File: config.mk
export PLATFORM = sky130hd
export DESIGN_NAME = scalar_kalman_angle_filter
export DESIGN_NICKNAME = d
export VERILOG_FILES = /design/src/skaf_pkg.sv /design/src/skaf_divider.sv /design/src/scalar_kalman_angle_filter.sv
export SDC_FILE = /design/constraint.sdc
export NUM_CORES = 2
export LEC_CHECK = 0
export ABC_CLOCK_PERIOD_IN_PS = 8550
export BUFFER_PORTS_ARGS = -buffer_cell sky130_fd_sc_hd__buf_2
export CAP_MARGIN = 20
export CELL_PAD_IN_SITES_DETAIL_PLACEMENT = 0
export CELL_PAD_IN_SITES_GLOBAL_PLACEMENT = 1
export CORE_ASPECT_RATIO = 0.75
export CORE_MARGIN = 3
export CORE_UTILIZATION = 46
export CTS_CLUSTER_SIZE = 16
export DETAILED_ROUTE_END_ITERATION = 6
export PLACE_DENSITY_LB_ADDON = 0.1
export SETUP_SLACK_MARGIN = 0.15
export SLEW_MARGIN = 25
export SYNTH_ARGS = -nofsm -noshare
export SYNTH_HDL_FRONTEND = slang
export SYNTH_HIERARCHICAL = 1
export SYNTH_SLANG_ARGS = --single-unit
File: constraint.sdc
create_clock -name clk -period 8.55 [get_ports clk]
set_clock_uncertainty 0.05 [all_clocks]
set_input_delay 1.71 -clock clk [delete_from_list [all_inputs] [get_ports clk]]
set_output_delay 1.71 -clock clk [all_outputs]
set_load 0.01 [all_outputs]
File: src/skaf_pkg.sv
package skaf_pkg;

  localparam int unsigned SampleW   = 16;  // rate, measure and angle width
  localparam int unsigned PeriodW   = 16;
  localparam int unsigned CovW      = 24;
  localparam int unsigned PcovW     = CovW + 1;   // error_cov + q
  localparam int unsigned DenomW    = CovW + 2;   // error_cov + q + r
  localparam int unsigned GainW     = 16;
  localparam int unsigned QuotW     = GainW + 1;  // quotient may reach 2^16
  localparam int unsigned PredW     = 22;
  localparam int unsigned InnovW    = PredW + 1;
  localparam int unsigned MulW      = 26;
  localparam int unsigned ProdW     = 2 * MulW;
  localparam int unsigned CfgIndexW = 8;
  localparam int unsigned CfgDataW  = 24;
  localparam int unsigned DivCntW   = 5;
  localparam logic [DivCntW-1:0] DivSteps = DivCntW'(QuotW);

  localparam logic [PeriodW-1:0] SamplePeriodRst    = 16'd131;
  localparam logic [CovW-1:0]    ProcessNoiseRst    = 24'd1049;
  localparam logic [CovW-1:0]    MeasureNoiseRst    = 24'd524288;
  localparam logic [CovW-1:0]    StartCovarianceRst = 24'd1048576;

  localparam logic [CfgIndexW-1:0] CFG_SAMPLE_PERIOD    = 8'd0;
  localparam logic [CfgIndexW-1:0] CFG_PROCESS_NOISE    = 8'd1;
  localparam logic [CfgIndexW-1:0] CFG_MEASURE_NOISE    = 8'd2;
  localparam logic [CfgIndexW-1:0] CFG_START_COVARIANCE = 8'd3;

  typedef enum logic [2:0] {
    S_IDLE,
    S_MRATE,
    S_PRED,
    S_DIV,
    S_MGAIN,
    S_CORR,
    S_MCOV,
    S_DONE
  } skaf_state_t;

  typedef struct packed {
    logic busy;
    logic done;
  } skaf_div_stat_t;

endpackage

File: src/skaf_divider.sv
// Restoring divider, one quotient bit per cycle. Yields the saturated gain
// floor(dividend * 2^16 / divisor), forced to zero for a zero divisor.
module skaf_divider (
  input  logic                               clk,
  input  logic                               rst_n,
  input  logic                               start,
  input  logic [skaf_pkg::PcovW-1:0]         dividend,
  input  logic [skaf_pkg::DenomW-1:0]        divisor,
  output skaf_pkg::skaf_div_stat_t           stat,
  output logic [skaf_pkg::GainW-1:0]         gain
);

  logic                             busy_r;
  logic                             done_r;
  logic [skaf_pkg::DivCntW-1:0]     cnt_r;
  logic [skaf_pkg::DenomW:0]        rem_r;
  logic [skaf_pkg::DenomW-1:0]      den_r;
  logic [skaf_pkg::QuotW-1:0]       quot_r;

  logic [skaf_pkg::DenomW+1:0]      diff;
  logic                             qbit;
  logic [skaf_pkg::DenomW:0]        rem_sel;

  always_comb begin
    diff    = {1'b0, rem_r} - {2'b00, den_r};
    qbit    = ~diff[skaf_pkg::DenomW+1];
    rem_sel = qbit ? diff[skaf_pkg::DenomW:0] : rem_r;
  end

  always_ff @(posedge clk) begin
    if (!rst_n) begin
      busy_r <= 1'b0;
      done_r <= 1'b0;
      cnt_r  <= '0;
    end else begin
      done_r <= 1'b0;
      if (start) begin
        busy_r <= 1'b1;
        cnt_r  <= skaf_pkg::DivSteps;
      end else if (busy_r) begin
        cnt_r <= cnt_r - 1'b1;
        if (cnt_r == skaf_pkg::DivCntW'(1)) begin
          busy_r <= 1'b0;
          done_r <= 1'b1;
        end
      end
    end
  end

  always_ff @(posedge clk) begin
    if (start) begin
      rem_r  <= {2'b00, dividend};
      den_r  <= divisor;
      quot_r <= '0;
    end else if (busy_r) begin
      // remainder stays below the divisor, so the top bit drops safely
      rem_r  <= {rem_sel[skaf_pkg::DenomW-1:0], 1'b0};
      quot_r <= {quot_r[skaf_pkg::QuotW-2:0], qbit};
    end
  end

  always_comb begin
    stat.busy = busy_r;
    stat.done = done_r;
    if (den_r == '0) begin
      gain = '0;
    end else if (quot_r[skaf_pkg::QuotW-1]) begin
      gain = '1;
    end else begin
      gain = quot_r[skaf_pkg::GainW-1:0];
    end
  end

endmodule

File: src/scalar_kalman_angle_filter.sv
// One input at a time: in_stall is low only in the idle state, entered once the
// previous result is committed. A 17-step serial divider forms the gain, and one
// shared 26x26 multiplier serves rate, correction and covariance products in turn.
// A finished result waits in the output register while the next input is taken.
// Reset (synchronous, rst_n low) restores register defaults, clears the angle
// and the primed flag; covariance reloads from start_covariance on the next input.
module scalar_kalman_angle_filter (
  input  logic                               clk,
  input  logic                               rst_n,
  input  logic                               in_valid,
  output logic                               in_stall,
  input  logic signed [skaf_pkg::SampleW-1:0] in_rate_sample,
  input  logic signed [skaf_pkg::SampleW-1:0] in_tilt_measure,
  output logic                               out_valid,
  input  logic                               out_stall,
  output logic signed [skaf_pkg::SampleW-1:0] out_tilt_estimate,
  input  logic                               cfg_wr_en,
  input  logic [skaf_pkg::CfgIndexW-1:0]     cfg_index,
  input  logic [skaf_pkg::CfgDataW-1:0]      cfg_wr_data
);

  // configuration
  logic [skaf_pkg::PeriodW-1:0] sample_period_r;
  logic [skaf_pkg::CovW-1:0]    process_noise_r;
  logic [skaf_pkg::CovW-1:0]    measure_noise_r;
  logic [skaf_pkg::CovW-1:0]    start_cov_r;

  // filter state and per-item working registers
  skaf_pkg::skaf_state_t             state_r, state_nxt;
  logic                              primed_r;
  logic signed [skaf_pkg::SampleW-1:0] angle_r;
  logic [skaf_pkg::CovW-1:0]         cov_r;
  logic signed [skaf_pkg::SampleW-1:0] rate_r;
  logic signed [skaf_pkg::SampleW-1:0] meas_r;
  logic [skaf_pkg::PcovW-1:0]        pcov_r;
  logic signed [skaf_pkg::PredW-1:0] pred_r;
  logic [skaf_pkg::GainW-1:0]        gain_r;
  logic signed [skaf_pkg::SampleW-1:0] next_angle_r;
  logic signed [skaf_pkg::ProdW-1:0] prod_r;
  logic                              out_valid_r;
  logic signed [skaf_pkg::SampleW-1:0] out_r;

  // control
  logic in_xfer;
  logic out_free;
  logic div_start;
  logic ld_prod;
  logic commit;
  logic signed [skaf_pkg::MulW-1:0] mul_a, mul_b;

  // datapath intermediates
  logic [skaf_pkg::DenomW-1:0]        denom;
  logic signed [skaf_pkg::ProdW-1:0]  rnd12, rnd16;
  logic signed [skaf_pkg::PredW-1:0]  pred_sum;
  logic signed [skaf_pkg::InnovW-1:0] innov;
  logic signed [skaf_pkg::PredW+3:0]  next_sum;
  logic signed [skaf_pkg::SampleW-1:0] next_sat;
  logic [skaf_pkg::QuotW-1:0]         cov_gain;
  logic [41:0]                        cov_sum;
  logic [skaf_pkg::CovW-1:0]          ncov;

  skaf_pkg::skaf_div_stat_t    div_stat;
  logic [skaf_pkg::GainW-1:0]  div_gain;

  assign in_xfer  = in_valid & ~in_stall;
  assign out_free = ~out_valid_r | ~out_stall;
  assign out_valid         = out_valid_r;
  assign out_tilt_estimate = out_r;

  // configuration writes
  always_ff @(posedge clk) begin
    if (!rst_n) begin
      sample_period_r <= skaf_pkg::SamplePeriodRst;
      process_noise_r <= skaf_pkg::ProcessNoiseRst;
      measure_noise_r <= skaf_pkg::MeasureNoiseRst;
      start_cov_r     <= skaf_pkg::StartCovarianceRst;
    end else if (cfg_wr_en) begin
      unique case (cfg_index)
        skaf_pkg::CFG_SAMPLE_PERIOD:
          sample_period_r <= cfg_wr_data[skaf_pkg::PeriodW-1:0];
        skaf_pkg::CFG_PROCESS_NOISE:    process_noise_r <= cfg_wr_data;
        skaf_pkg::CFG_MEASURE_NOISE:    measure_noise_r <= cfg_wr_data;
        skaf_pkg::CFG_START_COVARIANCE: start_cov_r     <= cfg_wr_data;
        default: ;
      endcase
    end
  end

  // next state
  always_comb begin
    state_nxt = state_r;
    unique case (state_r)
      skaf_pkg::S_IDLE:  if (in_valid) state_nxt = skaf_pkg::S_MRATE;
      skaf_pkg::S_MRATE: state_nxt = skaf_pkg::S_PRED;
      skaf_pkg::S_PRED:  state_nxt = skaf_pkg::S_DIV;
      skaf_pkg::S_DIV:   if (div_stat.done) state_nxt = skaf_pkg::S_MGAIN;
      skaf_pkg::S_MGAIN: state_nxt = skaf_pkg::S_CORR;
      skaf_pkg::S_CORR:  state_nxt = skaf_pkg::S_MCOV;
      skaf_pkg::S_MCOV:  state_nxt = skaf_pkg::S_DONE;
      skaf_pkg::S_DONE:  if (out_free) state_nxt = skaf_pkg::S_IDLE;
      default:           state_nxt = skaf_pkg::S_IDLE;
    endcase
  end

  // sequencer outputs, including multiplier operand select
  always_comb begin
    in_stall  = 1'b1;
    div_start = 1'b0;
    ld_prod   = 1'b0;
    commit    = 1'b0;
    mul_a     = '0;
    mul_b     = '0;
    unique case (state_r)
      skaf_pkg::S_IDLE: in_stall = 1'b0;
      skaf_pkg::S_MRATE: begin
        ld_prod = 1'b1;
        mul_a   = {{(skaf_pkg::MulW-skaf_pkg::SampleW){rate_r[skaf_pkg::SampleW-1]}}, rate_r};
        mul_b   = {{(skaf_pkg::MulW-skaf_pkg::PeriodW){1'b0}}, sample_period_r};
      end
      skaf_pkg::S_PRED: div_start = 1'b1;
      skaf_pkg::S_MGAIN: begin
        ld_prod = 1'b1;
        mul_a   = {{(skaf_pkg::MulW-skaf_pkg::GainW){1'b0}}, gain_r};
        mul_b   = {{(skaf_pkg::MulW-skaf_pkg::InnovW){innov[skaf_pkg::InnovW-1]}}, innov};
      end
      skaf_pkg::S_MCOV: begin
        ld_prod = 1'b1;
        mul_a   = {{(skaf_pkg::MulW-skaf_pkg::QuotW){1'b0}}, cov_gain};
        mul_b   = {{(skaf_pkg::MulW-skaf_pkg::PcovW){1'b0}}, pcov_r};
      end
      skaf_pkg::S_DONE: commit = out_free;
      default: ;
    endcase
  end

  // arithmetic around the shared multiplier
  always_comb begin
    denom    = {1'b0, pcov_r} + {2'b00, measure_noise_r};
    rnd12    = (prod_r + skaf_pkg::ProdW'(2048)) >>> 12;
    pred_sum = rnd12[skaf_pkg::PredW-1:0]
             + {{(skaf_pkg::PredW-skaf_pkg::SampleW){angle_r[skaf_pkg::SampleW-1]}}, angle_r};
    innov    = {{(skaf_pkg::InnovW-skaf_pkg::SampleW){meas_r[skaf_pkg::SampleW-1]}}, meas_r}
             - {pred_r[skaf_pkg::PredW-1], pred_r};
    rnd16    = (prod_r + skaf_pkg::ProdW'(32768)) >>> 16;
    next_sum = rnd16[skaf_pkg::PredW+3:0] + {{4{pred_r[skaf_pkg::PredW-1]}}, pred_r};
    if (next_sum > 26'sd32767) begin
      next_sat = 16'sh7fff;
    end else if (next_sum < -26'sd32768) begin
      next_sat = 16'sh8000;
    end else begin
      next_sat = next_sum[skaf_pkg::SampleW-1:0];
    end
    cov_gain = 17'h10000 - {1'b0, gain_r};
    cov_sum  = prod_r[41:0] + 42'd32768;
    ncov     = (|cov_sum[41:40]) ? '1 : cov_sum[39:16];
  end

  skaf_divider u_div (
    .clk      (clk),
    .rst_n    (rst_n),
    .start    (div_start),
    .dividend (pcov_r),
    .divisor  (denom),
    .stat     (div_stat),
    .gain     (div_gain)
  );

  // control registers
  always_ff @(posedge clk) begin
    if (!rst_n) begin
      state_r     <= skaf_pkg::S_IDLE;
      primed_r    <= 1'b0;
      out_valid_r <= 1'b0;
      angle_r     <= '0;
    end else begin
      state_r <= state_nxt;
      if (in_xfer) primed_r <= 1'b1;
      if (commit) begin
        out_valid_r <= 1'b1;
        angle_r     <= next_angle_r;
      end else if (~out_stall) begin
        out_valid_r <= 1'b0;
      end
    end
  end

  // payload registers
  always_ff @(posedge clk) begin
    if (in_xfer) begin
      rate_r <= in_rate_sample;
      meas_r <= in_tilt_measure;
      if (!primed_r) cov_r <= start_cov_r;
    end
    if (state_r == skaf_pkg::S_MRATE) pcov_r <= {1'b0, cov_r} + {1'b0, process_noise_r};
    if (ld_prod) prod_r <= mul_a * mul_b;
    if (state_r == skaf_pkg::S_PRED) pred_r <= pred_sum;
    if (div_stat.done) gain_r <= div_gain;
    if (state_r == skaf_pkg::S_CORR) next_angle_r <= next_sat;
    if (commit) begin
      cov_r <= ncov;
      out_r <= next_angle_r;
    end
  end

`ifndef SYNTHESIS
  a_div_done_in_div: assert property (@(posedge clk) disable iff (!rst_n)
    div_stat.done |-> state_r == skaf_pkg::S_DIV)
    else $error("divider finished outside its wait state");

  a_idle_div_quiet: assert property (@(posedge clk) disable iff (!rst_n)
    state_r == skaf_pkg::S_IDLE |-> !div_stat.busy)
    else $error("divider busy while sequencer idle");

  a_result_from_done: assert property (@(posedge clk) disable iff (!rst_n)
    $rose(out_valid_r) |-> $past(state_r) == skaf_pkg::S_DONE)
    else $error("result raised outside the final step");

  a_primed_after_xfer: assert property (@(posedge clk) disable iff (!rst_n)
    in_xfer |=> primed_r)
    else $error("primed flag not set after an input transfer");
`endif

endmodule
Word level (Yosys, flattened, before mapping)
Index checks and enable logic that the tools add are counted.

Logic and storage cells: 104. Register bits: 379. Input port bits: 69. Output and inout bits: 18.

Multipliers: 1. Reduce and logical (&&, ||, !) cells: 15. Equal/unequal tests: 16. Add/sub/neg operators: 11. Bitwise gates (word level): 7. Muxes and demuxes: 27. $lt $le $gt $ge: 2.

Operators by type and width (count): $pmux 26 s3 (2); $mux 24 (4); $mux 25 (2); $add 42x16->42 const B (1); $add 42x17->42 const B (1); $mul 26x26->42 (1); $add 34x13->34 const B (1); $mux 16 (2); $sub 27x26->28 (1); $add 25x24->26 (1); $add 26x26->26 (1); $gt 26x16->1 const B (1); $logic_not 26->1 (1); $lt 26x16->1 const B (1); $mux 26 (1); $add 24x24->25 (1); $pmux 3 s8 (1); $sub 16x22->23 (1); $add 22x22->22 (1); $sub 17x16->17 const A (1); $eq 8x2->1 const B (2); $eq 3x3->1 const B (4); $mux 1 (10); $mux 5 (2); 18 further kinds (35).

Depth between registers and ports, before layout
Word-level depth: 5. Mapped depth: 42. Gate-level depth less buffers: 40.

Cells and area by module
Netlist, hierarchy kept.

Modules (own cells, without submodules): scalar_kalman_angle_filter (instances 1, sequential area each 7647.3 µm², area an instance 34144.0 µm², cells an instance 3653); skaf_divider (instances 1, sequential area each 2052.0 µm², area an instance 4800.9 µm², cells an instance 487).

Worst setup path after synthesis
OpenSTA, ideal clock, no wires.

Path kind: reg2reg. Start: register state_r[2]. End: register prod_r[41] in the netlist's numbering (data pin). Path slack: -0.440 ns. Arrival: 8.680 ns. Data required time: 8.240 ns. Cell stages (with the launch flop): 30. Library setup time: 0.260 ns. Period minus slack after synthesis: 8.990 ns. Path buffers: 4. Path through: dfxtp_1 -> clkbuf_1 -> nor2b_1 -> nor2b_1 -> clkbuf_1 -> buf_1 -> buf_1 -> a22oi_1 -> nor2_1 -> fa_1 -> fa_1 -> fa_1 -> fa_1 -> fa_1 -> fa_1 -> inv_1 -> fa_1 -> inv_1 -> ha_1 -> a21oi_1 -> nor2b_1 -> o21ai_0 -> nand2b_1 -> a21oi_1 -> o21ai_0 -> a221oi_4 -> o21ai_1 -> o21a_1 -> nor2_1 -> xnor2_1.

Longest elaborated chain between the ends: 3. Elaborated cells between the ends (all ways): 6. Classes of those cells: 1 x mul; 3 x eq/ne; 2 x mux.

RTL lines: from (decl) (line scalar_kalman_angle_filter.sv:29) `skaf_pkg::skaf_state_t state_r, state_nxt;`; from (signal assigned) (line scalar_kalman_angle_filter.sv:171) `state_r <= skaf_pkg::S_IDLE;`; from (signal assigned) (line scalar_kalman_angle_filter.sv:176) `state_r <= state_nxt;`; $eq 3x3->1 / $eq 3x1->1 (equally long branches) (line scalar_kalman_angle_filter.sv:113) `unique case (state_r)`; $pmux 26 s3 (line scalar_kalman_angle_filter.sv:113); $mul 26x26->42 * (line scalar_kalman_angle_filter.sv:195) `if (ld_prod) prod_r <= mul_a * mul_b;`; to (signal assigned) (line scalar_kalman_angle_filter.sv:195); to (decl) (line scalar_kalman_angle_filter.sv:39) `logic signed [skaf_pkg::ProdW-1:0] prod_r;`.

Every way passes the cells marked *; elsewhere a longest branch is shown, timed or not. A chain may end at the register's enable or synchronous reset.

Worst setup path in the final report
Start: register pred_r[1] in the netlist's numbering. End: register prod_r[39] in the netlist's numbering (data pin).

Longest elaborated chain between the ends: 3.

RTL lines: from (decl) (line scalar_kalman_angle_filter.sv:36) `logic signed [skaf_pkg::PredW-1:0] pred_r;`; from (signal assigned) (line scalar_kalman_angle_filter.sv:196) `if (state_r == skaf_pkg::S_PRED) pred_r <= pred_sum;`; $sub 16x22->23 (line scalar_kalman_angle_filter.sv:143) `- {pred_r[skaf_pkg::PredW-1], pred_r};`; $pmux 26 s3 (line scalar_kalman_angle_filter.sv:113); $mul 26x26->42 (line scalar_kalman_angle_filter.sv:195).

No other way between the ends.

==> flow_summary.json <==
{
  "clock_latency_ps": 610,
  "gp_congestion": 0.901,
  "die_w_microns": 342,
  "setup_viol": 15,
  "rsz0062_at_grt": "true",
  "pwr-share-seq": 0.345,
  "cts_buffer_depth": 3,
  "portBuffers": 86,
  "power.density_nw_per_um2": 142,
  "cts_tree": "built",
  "crit_arrival_ps": 9020,
  "avgSynthCellArea_sq_um": 9.41,
  "drcViolationCount": 0,
  "preCtsSetupSlack_ps": -682,
  "drtPass1Iterations": 6,
  "crit_buf_inv": 10,
  "dieArea_sq_um": 88200,
  "final_cell_area_sq_um": 45600,
  "cp_num_cells": 37,
  "grt_pass1_vias": 29670,
  "io_pins": 87,
  "ant_nets": 0,
  "grt-ovfl-total": 0,
  "swShare": 0.353,
  "violations": "negative setup slack",
  "rrSetupSlack_ps": -210,
  "final_common_cell": "inv_1",
  "gr-usage-all-layers": 0.273,
  "routed_wl_mm": 118,
  "htreeDepth": 2,
  "pwr-share-comb": 0.381,
  "syn_inst": 4139,
  "max_freq_mhz": 114,
  "timing_hold_violations_final": 0,
  "relSlewSlack": 0.317,
  "start_util": 0.469,
  "yosysWarnings": 6,
  "drt_iter0_markers": 2524,
  "status": "complete, but fails checks",
  "r2r_end": "prod_r[39]",
  "via_per_inst": 5.29,
  "grt_pass1_wl_mm": 184,
  "endpoint_kind": "register",
  "maxCapViolations": 0,
  "cts-root-buf": "clkbuf_16",
  "finalNetCount": 5367,
  "hold_path_class": "reg2reg",
  "drive_above_1_share": 0.172,
  "path_max_fanout": 6,
  "placed_area_sq_um": 43200,
  "clkTransAtPathRegs_ps": 60,
  "p_switching_w": 0.00228,
  "num_vias": 29961,
  "dpl.hpwl_mm": 98.1,
  "fp.dieH_microns": 258,
  "cp_slowest_cell": "fa_1",
  "max_stage_delay_ps": 550,
  "clock-sinks": 368,
  "syn_to_final_growth_pct": 17.1,
  "setup_ws_ps": -211,
  "crit_path_start_kind": "register",
  "cp_common_cell": "fa_1",
  "path_delay_family": "adder cells",
  "most-common-layout-cells": "inv_1 (647), nand2_1 (576), fa_1 (479)",
  "p_int_w": 0.00418,
  "reg2reg_depth": 37,
  "rr_startpoint": "pred_r[1]",
  "fin_util": 0.549,
  "ir_drop_v": 0.000225,
  "antenna_found_initial": 6,
  "worst_pin_slew_ps": 1020,
  "std_cell_rows": 91,
  "path_class": "reg2reg",
  "period_share": 1.02,
  "cts_hold_buf": 0,
  "core-area_sq_um": 83000,
  "p_leak_nw": 20.9,
  "synth_area_sq_um": 38900,
  "slew_violations": 0,
  "fin_crit_ps": 8760,
  "worstPathRequired_ps": 8810,
  "cp-endpoint": "prod_r[39]",
  "timing.critical_path.from": "pred_r[1]",
  "p_clk_frac": 0.274,
  "post_drt_wl_per_cell_microns": 20.9,
  "grt_max_degree": 75,
  "cts_made_buffers": 40
}
through the flow:
stage / cells / power [W] / TNS [ps] / hold slack (ps)
final: 5667 / 0.00647 / -1910 / 404
after global routing: 5666 / 0.00686 / -8650 / 417
after CTS: 5656 / 0.00650 / -3140 / 406
after detailed placement: 5563 / 0.00465 / -9220 / 387
after global placement: 5563 / 0.00466 / -7530 / 392
after floorplan: 4151 / 0.00382 / 0 / 376
routing by layer:
layer	share of wire	up-vias	GRT usage	wire (microns)
met1	0.51	14753	0.449	60300
met3	0.077	114	0.0482	9100
met2	0.40	937	0.372	46900
met5	0.000059	-	0	7
li1	-	14155	-	-
met4	0.018	2	0.0461	2070
area by class of cell:
type                       count  area [sq um]
antenna                        1          2.50
multi-input combinational   2948         26900
timing repair buffer         480          3710
clock inverter                18           150
sequential                   368          9700
inverter                     680          2560
clock buffer                  56          1160
fill                        7640         37400
tap                         1116          1400
state kept, by name (all words and copies together), names as in the netlist, 17 cells and up:
signal / cells
pred_r: 22
start_cov_r: 24
cov_r: 24
prod_r: 31
pcov_r: 25
measure_noise_r: 24
u_div/den_r: 26
u_div/rem_r: 27
u_div/quot_r: 17
process_noise_r: 24
repair_timing:
action | 4_1_cts | 5_1_grt
cloned | 1 | 0
buffers inserted | 18 | 10
hold endpoints to repair | 0 | 0
gates resized for setup | 116 | 117
endpoints found under the setup margin | 25 | 28
pin swaps | 116 | 82
worst min path at each step:
stage | startpoint | endpoint | depth (start not counted) | slack (ps)
2_1_floorplan | next_angle_r[0] | out_tilt_estimate[0] | 0 | 380
3_3_place_gp | next_angle_r[0] | out_tilt_estimate[0] | 0 | 390
3_5_place_dp | next_angle_r[5] | out_tilt_estimate[5] | 0 | 390
4_1_cts | next_angle_r[2] | out_tilt_estimate[2] | 0 | 410
5_1_grt | next_angle_r[2] | out_tilt_estimate[2] | 0 | 420
6_report | next_angle_r[2] | out_tilt_estimate[2] | 0 | 400
power groups by stage:
| stage | logic, W | clock network (W) | registers, W |
|---|---|---|---|
| floorplan | 0.00161 | 0 | 0.00220 |
| global placement | 0.00239 | 0 | 0.00226 |
| detailed placement | 0.00239 | 0 | 0.00226 |
| CTS | 0.00244 | 0.00183 | 0.00223 |
| global route | 0.00273 | 0.00189 | 0.00224 |
| finish | 0.00246 | 0.00177 | 0.00223 |
No activity file was read; power rests on OpenSTA's default activity.
